**config.mk**
```make
export PLATFORM = sky130hd
export DESIGN_NAME = terminal_line_editor_unit
export DESIGN_NICKNAME = d
export VERILOG_FILES = /design/src/design/tle_pkg.sv /design/src/design/tle_store.sv /design/src/design/tle_outbuf.sv /design/src/design/terminal_line_editor_unit.sv
export SDC_FILE = /design/constraint.sdc
export NUM_CORES = 1
export LEC_CHECK = 0
export ABC_CLOCK_PERIOD_IN_PS = 3300
export BUFFER_PORTS_ARGS = -buffer_cell sky130_fd_sc_hd__buf_2
export CAP_MARGIN = 20
export CORE_ASPECT_RATIO = 0.8
export CORE_MARGIN = 4
export CORE_UTILIZATION = 54
export CTS_BUF_LIST = sky130_fd_sc_hd__clkbuf_8 sky130_fd_sc_hd__clkbuf_16
export CTS_CLUSTER_DIAMETER = 200
export DETAILED_ROUTE_END_ITERATION = 10
export PLACE_DENSITY = 0.85
export SYNTH_ARGS = -nofsm -noshare
export SYNTH_HDL_FRONTEND = slang
export SYNTH_SLANG_ARGS = --single-unit
```
**constraint.sdc**
```tcl
create_clock -name aclk -period 3.3 [get_ports aclk]
set_input_delay 0.495 -clock aclk [delete_from_list [all_inputs] [get_ports aclk]]
set_output_delay 0.495 -clock aclk [all_outputs]
set_load 0.005 [all_outputs]
```
**src/design/tle_pkg.sv**
```systemverilog
`timescale 1ns / 1ps
// ============================================================================
// tle_pkg
// Shared types and constants of the terminal line editor: result codes,
// control characters, register indexes and the sequencer states.
// ============================================================================
package tle_pkg;

    localparam logic [1:0] KIND_ECHO = 2'd0;
    localparam logic [1:0] KIND_CHAR = 2'd1;
    localparam logic [1:0] KIND_END  = 2'd2;

    localparam logic [7:0] CH_NUL = 8'h00;
    localparam logic [7:0] CH_BS  = 8'h08;
    localparam logic [7:0] CH_LF  = 8'h0A;
    localparam logic [7:0] CH_CR  = 8'h0D;
    localparam logic [7:0] CH_SP  = 8'h20;
    localparam logic [7:0] CH_DEL = 8'h7F;

    localparam logic REG_ECHO_ENABLE = 1'b0;
    localparam logic REG_TAKE_LIMIT  = 1'b1;

    localparam logic [5:0] TAKE_LIMIT_RESET = 6'd32;

    typedef enum logic [2:0] {
        ST_IDLE,
        ST_ECHO_CHAR,
        ST_ERASE,
        ST_ECHO_NL,
        ST_READ,
        ST_CHAR,
        ST_END
    } state_t;

    typedef struct packed {
        logic [1:0] kind;
        logic [7:0] data_byte;
        logic [4:0] line_length;
        logic       lost_chars;
        logic       last;
    } result_t;

endpackage

```
**src/design/tle_store.sv**
```systemverilog
`timescale 1ns / 1ps
// ============================================================================
// tle_store
// Line store: single-port synchronous RAM, one write or one read per cycle,
// registered read data that holds until the next read.
// ============================================================================
module tle_store #(
    parameter int DEPTH = 31,
    parameter int AW    = 5
) (
    input  logic          aclk,
    input  logic          we,
    input  logic          re,
    input  logic [AW-1:0] addr,
    input  logic [7:0]    wdata,
    output logic [7:0]    rdata
);

    logic [7:0] mem [DEPTH];
    logic [7:0] rdata_reg;

    always_ff @(posedge aclk) begin
        if (we) begin
            mem[addr] <= wdata;
        end
    end

    always_ff @(posedge aclk) begin
        if (re) begin
            rdata_reg <= mem[addr];
        end
    end

    assign rdata = rdata_reg;

endmodule

```
**src/design/tle_outbuf.sv**
```systemverilog
`timescale 1ns / 1ps
// ============================================================================
// tle_outbuf
// Result output register: holds one result item for the m_ channel and
// takes a new one in the cycle the current one transfers.
// ============================================================================
module tle_outbuf (
    input  logic             aclk,
    input  logic             aresetn,
    input  logic             in_valid,
    output logic             in_ready,
    input  tle_pkg::result_t in_data,
    output logic             out_valid,
    input  logic             out_ready,
    output tle_pkg::result_t out_data
);

    logic             valid_reg;
    logic             valid_next;
    tle_pkg::result_t data_reg;

    assign in_ready   = !valid_reg || out_ready;
    assign valid_next = in_ready ? in_valid : valid_reg;

    always_ff @(posedge aclk) begin
        if (!aresetn) begin
            valid_reg <= 1'b0;
        end else begin
            valid_reg <= valid_next;
        end
    end

    always_ff @(posedge aclk) begin
        if (in_valid && in_ready) begin
            data_reg <= in_data;
        end
    end

    assign out_valid = valid_reg;
    assign out_data  = data_reg;

endmodule

```
**src/design/terminal_line_editor_unit.sv**
```systemverilog
`timescale 1ns / 1ps
// ============================================================================
// terminal_line_editor_unit
// Canonical-mode line editor: edits a line in a RAM and streams it out.
// ============================================================================
// Bytes are taken one at a time; s_ready is high only while the sequencer is
// idle. An appended or ignored byte keeps it idle unless echoed; an erase
// with echo sends backspace, space, backspace. A line end sends the newline
// echo if enabled, the n delivered characters, then the end status: the store
// is one single-port RAM read one character per cycle unless output stalls.
// A final result waiting in the output register does not block the next byte.
// ============================================================================
module terminal_line_editor_unit #(
    parameter int LINE_MAX = 32
) (
    input  logic        aclk,
    input  logic        aresetn,
    input  logic        s_valid,
    output logic        s_ready,
    input  logic [7:0]  s_rx_byte,
    output logic        m_valid,
    input  logic        m_ready,
    output logic [1:0]  m_kind,
    output logic [7:0]  m_data_byte,
    output logic [4:0]  m_line_length,
    output logic        m_lost_chars,
    output logic        m_last,
    input  logic        psel,
    input  logic        penable,
    input  logic        pwrite,
    input  logic [2:0]  paddr,
    input  logic [31:0] pwdata,
    output logic [31:0] prdata,
    output logic        pready
);

    localparam int DEPTH = LINE_MAX - 1;
    localparam int AW    = (DEPTH > 1) ? $clog2(DEPTH) : 1;
    localparam int CW    = $clog2(LINE_MAX);

    tle_pkg::state_t state_reg, state_next;

    logic          echo_reg;
    logic [5:0]    take_reg;
    logic [CW-1:0] fill_reg, fill_next;
    logic          trunc_reg, trunc_next;
    logic          swallow_reg, swallow_next;
    logic [7:0]    byte_reg, byte_next;
    logic [CW-1:0] n_reg, n_next;
    logic [CW-1:0] idx_reg, idx_next;
    logic [1:0]    step_reg, step_next;

    logic             ob_valid;
    logic             ob_ready;
    tle_pkg::result_t ob_data;
    tle_pkg::result_t m_data;

    logic          mem_we;
    logic          mem_re;
    logic [AW-1:0] mem_addr;
    logic [7:0]    mem_rdata;

    logic          accept;
    logic          is_lf;
    logic          is_eol;
    logic          is_erase;
    logic          is_nul;
    logic          skip_lf;
    logic          has_room;
    logic [6:0]    fill_wide;
    logic [6:0]    tl_m1;
    logic          clip;
    logic [CW-1:0] n_cur;
    logic [6:0]    n_wide;
    logic          cfg_wr;

    // ---------------- configuration ----------------
    assign cfg_wr = psel && penable && pwrite && pready;
    assign pready = 1'b1;

    always_ff @(posedge aclk) begin
        if (!aresetn) begin
            echo_reg <= 1'b0;
            take_reg <= tle_pkg::TAKE_LIMIT_RESET;
        end else if (cfg_wr) begin
            case (paddr[2])
                tle_pkg::REG_ECHO_ENABLE: echo_reg <= pwdata[0];
                tle_pkg::REG_TAKE_LIMIT:  take_reg <= pwdata[5:0];
                default: ;
            endcase
        end
    end

    always_comb begin
        case (paddr[2])
            tle_pkg::REG_ECHO_ENABLE: prdata = 32'(echo_reg);
            tle_pkg::REG_TAKE_LIMIT:  prdata = 32'(take_reg);
            default:                  prdata = 32'd0;
        endcase
    end

    // ---------------- byte decode ----------------
    assign s_ready  = (state_reg == tle_pkg::ST_IDLE);
    assign accept   = s_valid && s_ready;
    assign is_lf    = (s_rx_byte == tle_pkg::CH_LF);
    assign is_eol   = is_lf || (s_rx_byte == tle_pkg::CH_CR);
    assign is_erase = (s_rx_byte == tle_pkg::CH_BS) || (s_rx_byte == tle_pkg::CH_DEL);
    assign is_nul   = (s_rx_byte == tle_pkg::CH_NUL);
    assign skip_lf  = swallow_reg && is_lf;
    assign has_room = (fill_reg < CW'(DEPTH));

    assign fill_wide = 7'(fill_reg);
    assign tl_m1     = 7'(take_reg) - 7'd1;
    assign clip      = (take_reg != 6'd0) && (fill_wide > tl_m1);
    assign n_cur     = (take_reg == 6'd0) ? '0 : (clip ? tl_m1[CW-1:0] : fill_reg);
    assign n_wide    = 7'(n_reg);

    // ---------------- next state ----------------
    always_comb begin
        state_next = state_reg;
        case (state_reg)
            tle_pkg::ST_IDLE: begin
                if (accept && !skip_lf) begin
                    if (is_eol) begin
                        if (echo_reg) begin
                            state_next = tle_pkg::ST_ECHO_NL;
                        end else if (n_cur != '0) begin
                            state_next = tle_pkg::ST_READ;
                        end else begin
                            state_next = tle_pkg::ST_END;
                        end
                    end else if (is_erase) begin
                        if (echo_reg && fill_reg != '0) begin
                            state_next = tle_pkg::ST_ERASE;
                        end
                    end else if (!is_nul && has_room && echo_reg) begin
                        state_next = tle_pkg::ST_ECHO_CHAR;
                    end
                end
            end
            tle_pkg::ST_ECHO_CHAR: begin
                if (ob_ready) begin
                    state_next = tle_pkg::ST_IDLE;
                end
            end
            tle_pkg::ST_ERASE: begin
                if (ob_ready && step_reg == 2'd2) begin
                    state_next = tle_pkg::ST_IDLE;
                end
            end
            tle_pkg::ST_ECHO_NL: begin
                if (ob_ready) begin
                    state_next = (n_reg != '0) ? tle_pkg::ST_READ : tle_pkg::ST_END;
                end
            end
            tle_pkg::ST_READ: begin
                state_next = tle_pkg::ST_CHAR;
            end
            tle_pkg::ST_CHAR: begin
                if (ob_ready && idx_reg >= n_reg) begin
                    state_next = tle_pkg::ST_END;
                end
            end
            tle_pkg::ST_END: begin
                if (ob_ready) begin
                    state_next = tle_pkg::ST_IDLE;
                end
            end
            default: state_next = tle_pkg::ST_IDLE;
        endcase
    end

    // ---------------- outputs and datapath ----------------
    always_comb begin
        fill_next    = fill_reg;
        trunc_next   = trunc_reg;
        swallow_next = swallow_reg;
        byte_next    = byte_reg;
        n_next       = n_reg;
        idx_next     = idx_reg;
        step_next    = step_reg;
        mem_we       = 1'b0;
        mem_re       = 1'b0;
        mem_addr     = fill_reg[AW-1:0];
        ob_valid     = 1'b0;
        ob_data      = '{kind: tle_pkg::KIND_ECHO, data_byte: 8'd0, line_length: 5'd0,
                         lost_chars: 1'b0, last: 1'b0};
        case (state_reg)
            tle_pkg::ST_IDLE: begin
                if (accept) begin
                    swallow_next = 1'b0;
                    byte_next    = s_rx_byte;
                    step_next    = 2'd0;
                    idx_next     = '0;
                    if (!skip_lf) begin
                        if (is_eol) begin
                            swallow_next = !is_lf;
                            n_next       = n_cur;
                            fill_next    = '0;
                            if (clip) begin
                                trunc_next = 1'b1;
                            end
                        end else if (is_erase) begin
                            if (fill_reg != '0) begin
                                fill_next = fill_reg - CW'(1);
                            end
                        end else if (!is_nul) begin
                            if (has_room) begin
                                mem_we    = 1'b1;
                                fill_next = fill_reg + CW'(1);
                            end else begin
                                trunc_next = 1'b1;
                            end
                        end
                    end
                end
            end
            tle_pkg::ST_ECHO_CHAR: begin
                ob_valid          = 1'b1;
                ob_data.data_byte = byte_reg;
                ob_data.last      = 1'b1;
            end
            tle_pkg::ST_ERASE: begin
                ob_valid          = 1'b1;
                ob_data.data_byte = (step_reg == 2'd1) ? tle_pkg::CH_SP : tle_pkg::CH_BS;
                ob_data.last      = (step_reg == 2'd2);
                if (ob_ready) begin
                    step_next = step_reg + 2'd1;
                end
            end
            tle_pkg::ST_ECHO_NL: begin
                ob_valid          = 1'b1;
                ob_data.data_byte = tle_pkg::CH_LF;
            end
            tle_pkg::ST_READ: begin
                mem_re   = 1'b1;
                mem_addr = idx_reg[AW-1:0];
                idx_next = idx_reg + CW'(1);
            end
            tle_pkg::ST_CHAR: begin
                ob_valid          = 1'b1;
                ob_data.kind      = tle_pkg::KIND_CHAR;
                ob_data.data_byte = mem_rdata;
                if (ob_ready && idx_reg < n_reg) begin
                    mem_re   = 1'b1;
                    mem_addr = idx_reg[AW-1:0];
                    idx_next = idx_reg + CW'(1);
                end
            end
            tle_pkg::ST_END: begin
                ob_valid            = 1'b1;
                ob_data.kind        = tle_pkg::KIND_END;
                ob_data.line_length = n_wide[4:0];
                ob_data.lost_chars  = trunc_reg;
                ob_data.last        = 1'b1;
                if (ob_ready) begin
                    trunc_next = 1'b0;
                end
            end
            default: ;
        endcase
    end

    always_ff @(posedge aclk) begin
        if (!aresetn) begin
            state_reg   <= tle_pkg::ST_IDLE;
            fill_reg    <= '0;
            trunc_reg   <= 1'b0;
            swallow_reg <= 1'b0;
            idx_reg     <= '0;
            step_reg    <= 2'd0;
        end else begin
            state_reg   <= state_next;
            fill_reg    <= fill_next;
            trunc_reg   <= trunc_next;
            swallow_reg <= swallow_next;
            idx_reg     <= idx_next;
            step_reg    <= step_next;
        end
    end

    always_ff @(posedge aclk) begin
        byte_reg <= byte_next;
        n_reg    <= n_next;
    end

    // ---------------- line store and output register ----------------
    tle_store #(
        .DEPTH (DEPTH),
        .AW    (AW)
    ) u_store (
        .aclk  (aclk),
        .we    (mem_we),
        .re    (mem_re),
        .addr  (mem_addr),
        .wdata (s_rx_byte),
        .rdata (mem_rdata)
    );

    tle_outbuf u_outbuf (
        .aclk      (aclk),
        .aresetn   (aresetn),
        .in_valid  (ob_valid),
        .in_ready  (ob_ready),
        .in_data   (ob_data),
        .out_valid (m_valid),
        .out_ready (m_ready),
        .out_data  (m_data)
    );

    assign m_kind        = m_data.kind;
    assign m_data_byte   = m_data.data_byte;
    assign m_line_length = m_data.line_length;
    assign m_lost_chars  = m_data.lost_chars;
    assign m_last        = m_data.last;

endmodule

```
# Word-level counts from Yosys, hierarchy flattened
# Memory sizes are Yosys's and may differ from the RTL's. A register that Yosys moved wholly into a read port is not among the register bits.
# Cells that the tools add are included.
word_totals:
  ram_bits: 248
  memories: 1
  rom_bits: 0
  register_bits: 55
  latch_bits: 0
  elab_cells: 156
  input_bits: 50
  output_inout_bits: 52
memory_table:
  columns: ["name", "depth", "word_bits", "rd", "rd_ports_with_merged_regs", "write_ports", "line_no", "rtl"]
  rows:
  - ["u_store.mem", 31, 8, 1, 1, 1, "tle_store.sv:19", "logic [7:0] mem [DEPTH];"]
classes:
  reduce_logical: 42
  magnitude_cmp: 4
  n_mux: 56
  n_mul: 0
  shifts: 0
  n_eq_ne: 30
  add_sub_neg: 5
  div_mod_pow: 0
  bitwise_logic: 2
op_table:
  columns: ["op", "count"]
  rows:
  - ["$pmux 32 s2", 1]
  - ["$mux 5", 10]
  - ["$pmux 8 s4", 1]
  - ["$mux 3", 10]
  - ["$eq 8x4->1 const B", 3]
  - ["$mux 1", 21]
  - ["$pmux 3 s6", 1]
  - ["$pmux 5 s3", 1]
  - ["$reduce_bool 5->1", 3]
  - ["$ne 2x2->1 const B", 7]
  - ["$logic_and 1x1->1", 13]
  - ["$ne 3x3->1 const B", 4]
  - ["$add 5x1->5 const B", 2]
  - ["$pmux 5 s2", 1]
  - ["$eq 3x3->1 const B", 3]
  - ["$eq 8x7->1 const B", 1]
  - ["$logic_not 8->1", 1]
  - ["$mux 2", 4]
  - ["$pmux 2 s2", 2]
  - ["$reduce_and 8->1", 1]
  - ["$gt 5x7->1", 1]
  - ["$reduce_and 7->1", 1]
  - ["$sub 6x1->7 const B", 1]
  - ["$eq 3x2->1 const B", 2]
  - ["other kinds (28)", 44]

# Logic depth before layout (Yosys ltp)
depth:
  ltp_word: 11
  mapped_depth: 14
  ltp_nobuf: 14

# By module
# From an unflattened synthesis, not the netlist that was laid out.
unflattened:
  cells_unflattened: 921
  area_unflattened_um2: 13470.4
by_module_without_submodules:
  columns: ["module", "n_inst", "seq_area_each_um2", "area_per_inst_um2", "cells_per_inst"]
  rows:
  - ["tle_store", 1, 7687.4, 9989.6, 565]
  - ["terminal_line_editor_unit", 1, 870.8, 2912.8, 334]
  - ["tle_outbuf", 1, 530.5, 568.0, 22]

# Least setup slack after synthesis
# Ideal clock, no wire load.
synth_path:
  path_type: "register to register"
  start: "reg n_reg[3]"
  end: "mem u_store.mem[13][0], enable pin"
  synth_period_minus_slack_ps: 3421
  stages_incl_launch_ff: 11
  setup_slack_ps: -121
  t_arrival_ps: 3051
  n_path_buf: 2
  t_required_ps: 2930
  setup_ps: 370
  cell_sequence: "edfxtp_1 inv_1 ha_1 a21oi_1 o2111ai_4 o21ai_2 mux2i_1 clkbuf_1 clkbuf_1 nand3_1 nor2_1"
synth_via:
  elab_chain_cells: 4
synth_rtl:
  columns: ["item", "line_no", "rtl"]
  rows:
  - ["start: declaration", "terminal_line_editor_unit.sv:49", "logic [CW-1:0] n_reg, n_next;"]
  - ["start signal: assignment", "terminal_line_editor_unit.sv:284", "n_reg <= n_next;"]
  - ["$lt 5x5->1", "terminal_line_editor_unit.sv:244", "if (ob_ready && idx_reg < n_reg) begin"]
  - ["$logic_and 1x1->1", "terminal_line_editor_unit.sv:244", null]
  - ["$mux 5", "terminal_line_editor_unit.sv:244", null]
  - ["$pmux 5 s2", "terminal_line_editor_unit.sv:188", "case (state_reg)"]
  - ["end: declaration", "tle_store.sv:19", null]
# No other way between the ends.

# Final worst setup path
layout_path:
  start: "reg n_reg[2]"
  end: "reg u_store.rdata_reg[6] (netlist: u_store.rdata[6]), read port of u_store.mem, data pin"
layout_via:
  elab_chain_cells: 4
  elab_cells_between_ends: 6
  classes_between: "1 x order compare; 4 x mux; 1 x reduce/logical"
layout_rtl:
  columns: ["item", "line_no", "rtl"]
  rows:
  - ["$lt 5x5->1 (*)", "terminal_line_editor_unit.sv:244", null]
  - ["$logic_and 1x1->1 (*)", "terminal_line_editor_unit.sv:244", null]
  - ["$mux 5 / $mux 1 (equally long branches)", "terminal_line_editor_unit.sv:244", null]
  - ["$pmux 5 s2 / $pmux 1 s2 (equally long branches)", "terminal_line_editor_unit.sv:188", null]
  - ["end: declaration", "tle_store.sv:20", "logic [7:0] rdata_reg;"]
# Every way passes the cells marked *; elsewhere a longest branch is shown, timed or not.
# A chain may end at the register's enable or synchronous reset.

==> results.cfg <==
[status]
status = finished, violations left
violations = setup timing

[setup_path]
cp.required_ns = 3.56
crit_path_frequent_cell = buf_12
critPathSlowestCell = edfxtp_1
worst_ep_arrival_time_ns = 3.56
critPathMaxStageDelay_ns = 0.41
cp_max_fo = 7
endpoint_kind = flip-flop
critPathBufInv = 5
r2r-end = u_store.rdata[6]$_DFFE_PP_
path_cells = inv_2 > ha_4 > nand4_1 > buf_4 > o211ai_1 > o22ai_2 > or2_4 > buf_6 > buf_12 > buf_12 > mux2i_1 > mux2i_2 > a211oi_2 > o2111ai_2
worst-r2r-cell-count = 14
critPathLaunchType = flip-flop
path_class = flip-flop to flip-flop
crit_family = compound AO/OA/AOI/OAI gates
rrSetupSlack_ns = -0.002
r2r_start = n_reg[2]$_DFFE_PP_

[yosys]
ys_ff_latch = 311
synth.distinct_cells = 71
synthTopCellsByCount = edfxtp_1, nand2_1, mux2i_1
yosys-top-cells-area = edfxtp_1, mux2i_1, nand2_1
synth_top_area_share_pct = 63.0
synth_area_leader_cell = edfxtp_1
synthCells = 1046
synthArstFlopShare_pct = 0
ys.warnings.count = 0
synth_edf_count = 286
synthFlopType = edfxtp_1
yosysMostFrequentCell = edfxtp_1
syn_area_um2 = 13600
yosysSeqAreaShare_pct = 66.7
synth.avg_cell_area_um2 = 13.0

[sta]
hold_ws_ns = 0.178
fin_tns_setup_ns = -0.00151
worst_slack_ns = -0.00151
finalSetupViolCount = 1
period_share_pct = 100
hold_viol_final = 0
max-slew-margin-rel_pct = 45.1
drv_slew = 0
rsz0062_at_grt = yes
min_period_ns = 3.30
tightest_slew_ns = 0.820
skew_ns = 0.0281
clock.fmax_mhz = 303

[floorplanning]
die_w_um = 186
io_pins = 102
initial_core_util_pct = 55.5
dieArea_um2 = 27900
core_area_um2 = 24600
fp.dieH_um = 150
rows = 51

[clocking]
ctsRootBufferMaster = clkbuf_16
clock_latency_ns = 0.56
cts.path.max_buffers = 3
cts.sinks = 311
cts_made_buffers = 29
htreeDepth = 1
cts_tree = built
cts.clk_slew.worst_paths_ns = 0.06

[grt]
grt_max_degree = 33
antenna_found_initial = 4
grt_pass1_wl_mm = 50.2
grt-ovfl-total = 0
grt_pass1_vias = 8805
grt_usage_pct = 23.6

[power_and_ir_drop]
power.density_nw_per_um2 = 540
power_uw = 8750
p_sw_share_pct = 24.2
p_sw_uw = 2110
intPower_uw = 6640
p_clk_share_pct = 36.8
p_leak_uw = 0.00582
ir_drop_uv = 401
power.share.combinational_pct = 12.6
pwr-share-seq_pct = 50.6

[detailed_routing]
wl_per_cell_um = 22.5
via_per_inst = 6.11
ant_nets = 0
vias = 9342
drcViolationCount = 0
drt_iter0_markers = 1424
routed_wl_mm = 34.4
firstDrtPassIters = 6

[place]
place_area_um2 = 14800
io_buffers = 46
dp.cells = 1458
dp_hpwl_mm = 22.3
gp_congestion = 0.967

[layout]
largest_reg_flops = 248
fin_nets = 1254
area_growth_syn_to_layout_pct = 18.9
layoutNonFillerInstCount = 1529
drive_gt1_share_pct = 23.3
nFillCells = 1627
finalInstanceArea_um2 = 16200
top_register = u_store.mem

[job]
cap_viol_max_count = 0

[worst_hold_path]
min_path_cells = 3
hold_class = input port to flip-flop
min_from = pwdata[5]
hold_path_end = take_reg[5]$_SDFFE_PN1P_
area by class of cell:
class / instances / area [um2] / area share [%]
flip-flops and latches: 311 / 9090 / 56.1
multi-input cells: 654 / 4420 / 27.3
repair buffers: 161 / 1260 / 7.77
clock buffers: 35 / 808 / 4.99
well taps: 318 / 398 / 2.45
clock inverters: 19 / 119 / 0.733
inverters: 29 / 109 / 0.672
diodes: 2 / 5.00 / 0.0309
worst max path at each step:
stage / from / to / slack, ns / depth (start not counted)
detailed placement: n_reg[3]$_DFFE_PP_ / u_store.rdata[0]$_DFFE_PP_ / -0.23 / 12
global route: n_reg[4]$_DFFE_PP_ / u_store.rdata[6]$_DFFE_PP_ / -0.07 / 14
finish: n_reg[2]$_DFFE_PP_ / u_store.rdata[6]$_DFFE_PP_ / -0.002 / 14
floorplan: n_reg[3]$_DFFE_PP_ / u_store.mem[13][0]$_DFFE_PP_ / -0.12 / 10
CTS: n_reg[4]$_DFFE_PP_ / u_store.mem[2][2]$_DFFE_PP_ / -0.05 / 11
global placement: n_reg[4]$_DFFE_PP_ / u_store.rdata[0]$_DFFE_PP_ / -0.12 / 12
routing by layer:
metal,global-route usage [%],part of all wire [%],up-vias
met4,8.56,3.6,2
met2,36.4,46,593
li1,-,-,4141
met3,5.72,12,100
met1,33.1,38,4506
met5,0,0.038,-
through the flow:
stage / setup WS (ns) / util, %
floorplan: -0.121 / -
CTS: -0.0452 / 64.5
detailed placement: -0.234 / 60.4
finish: -0.00151 / 66.0
global placement: -0.124 / 60.4
global route: -0.0678 / 66.0
power groups by stage:
| stage | clock [uW] | combinational (uW) | sequential (uW) |
|---|---|---|---|
| floorplan | 0 | 550 | 4510 |
| global placement | 0 | 951 | 4510 |
| detailed placement | 0 | 980 | 4510 |
| CTS | 3230 | 1020 | 4430 |
| global route | 3410 | 1180 | 4430 |
| finish | 3220 | 1110 | 4430 |
cell usage in the layout, fill, tap and decap left out, types with 11 or more instances in the layout:
master,count
a211oi_1,13
buf_2,46
nor2b_1,15
a21oi_1,35
nand3_1,42
and2_1,14
nand4_1,12
edfxtp_1,286
conb_1,27
ha_1,12
inv_1,33
dfxtp_1,25
nand2_1,135
o21ai_0,12
nor2_1,58
clkbuf_16,29
buf_4,100
nor3_1,22
nor2_2,20
a22oi_1,11
mux2i_1,75
worst register-to-register path, delay by kind of cell (launching register included):
kind	cells	cell delay [ns]
AO/OA/AOI/OAI	4	0.84
adder cells (fa/ha/maj)	1	0.27
buffers and inverters	5	0.68
flip-flops	1	0.41
multiplexers	2	0.32
AND/OR/NAND/NOR	2	0.49
what timing repair did:
action                                  in CTS  in global routing
pin swaps                                    2                 19
setup buffers                                1                 12
endpoints found under the setup margin      91                192
resized for setup                           12                 54
hold buffers                                 0                  0
gates cloned                                 2                  0
logic make-up after synthesis:
family / count (synthesis) / synth area share (%)
simple gates: 360 / 12.3
flops: 311 / 66.7
compound gates: 150 / 7.98
buf+inv: 107 / 4.12
mux: 88 / 6.49
fa+ha+maj: 18 / 1.71
xor+xnor: 10 / 0.643
other cells: 2 / 0.0551
(Power assumes the default switching activity.)
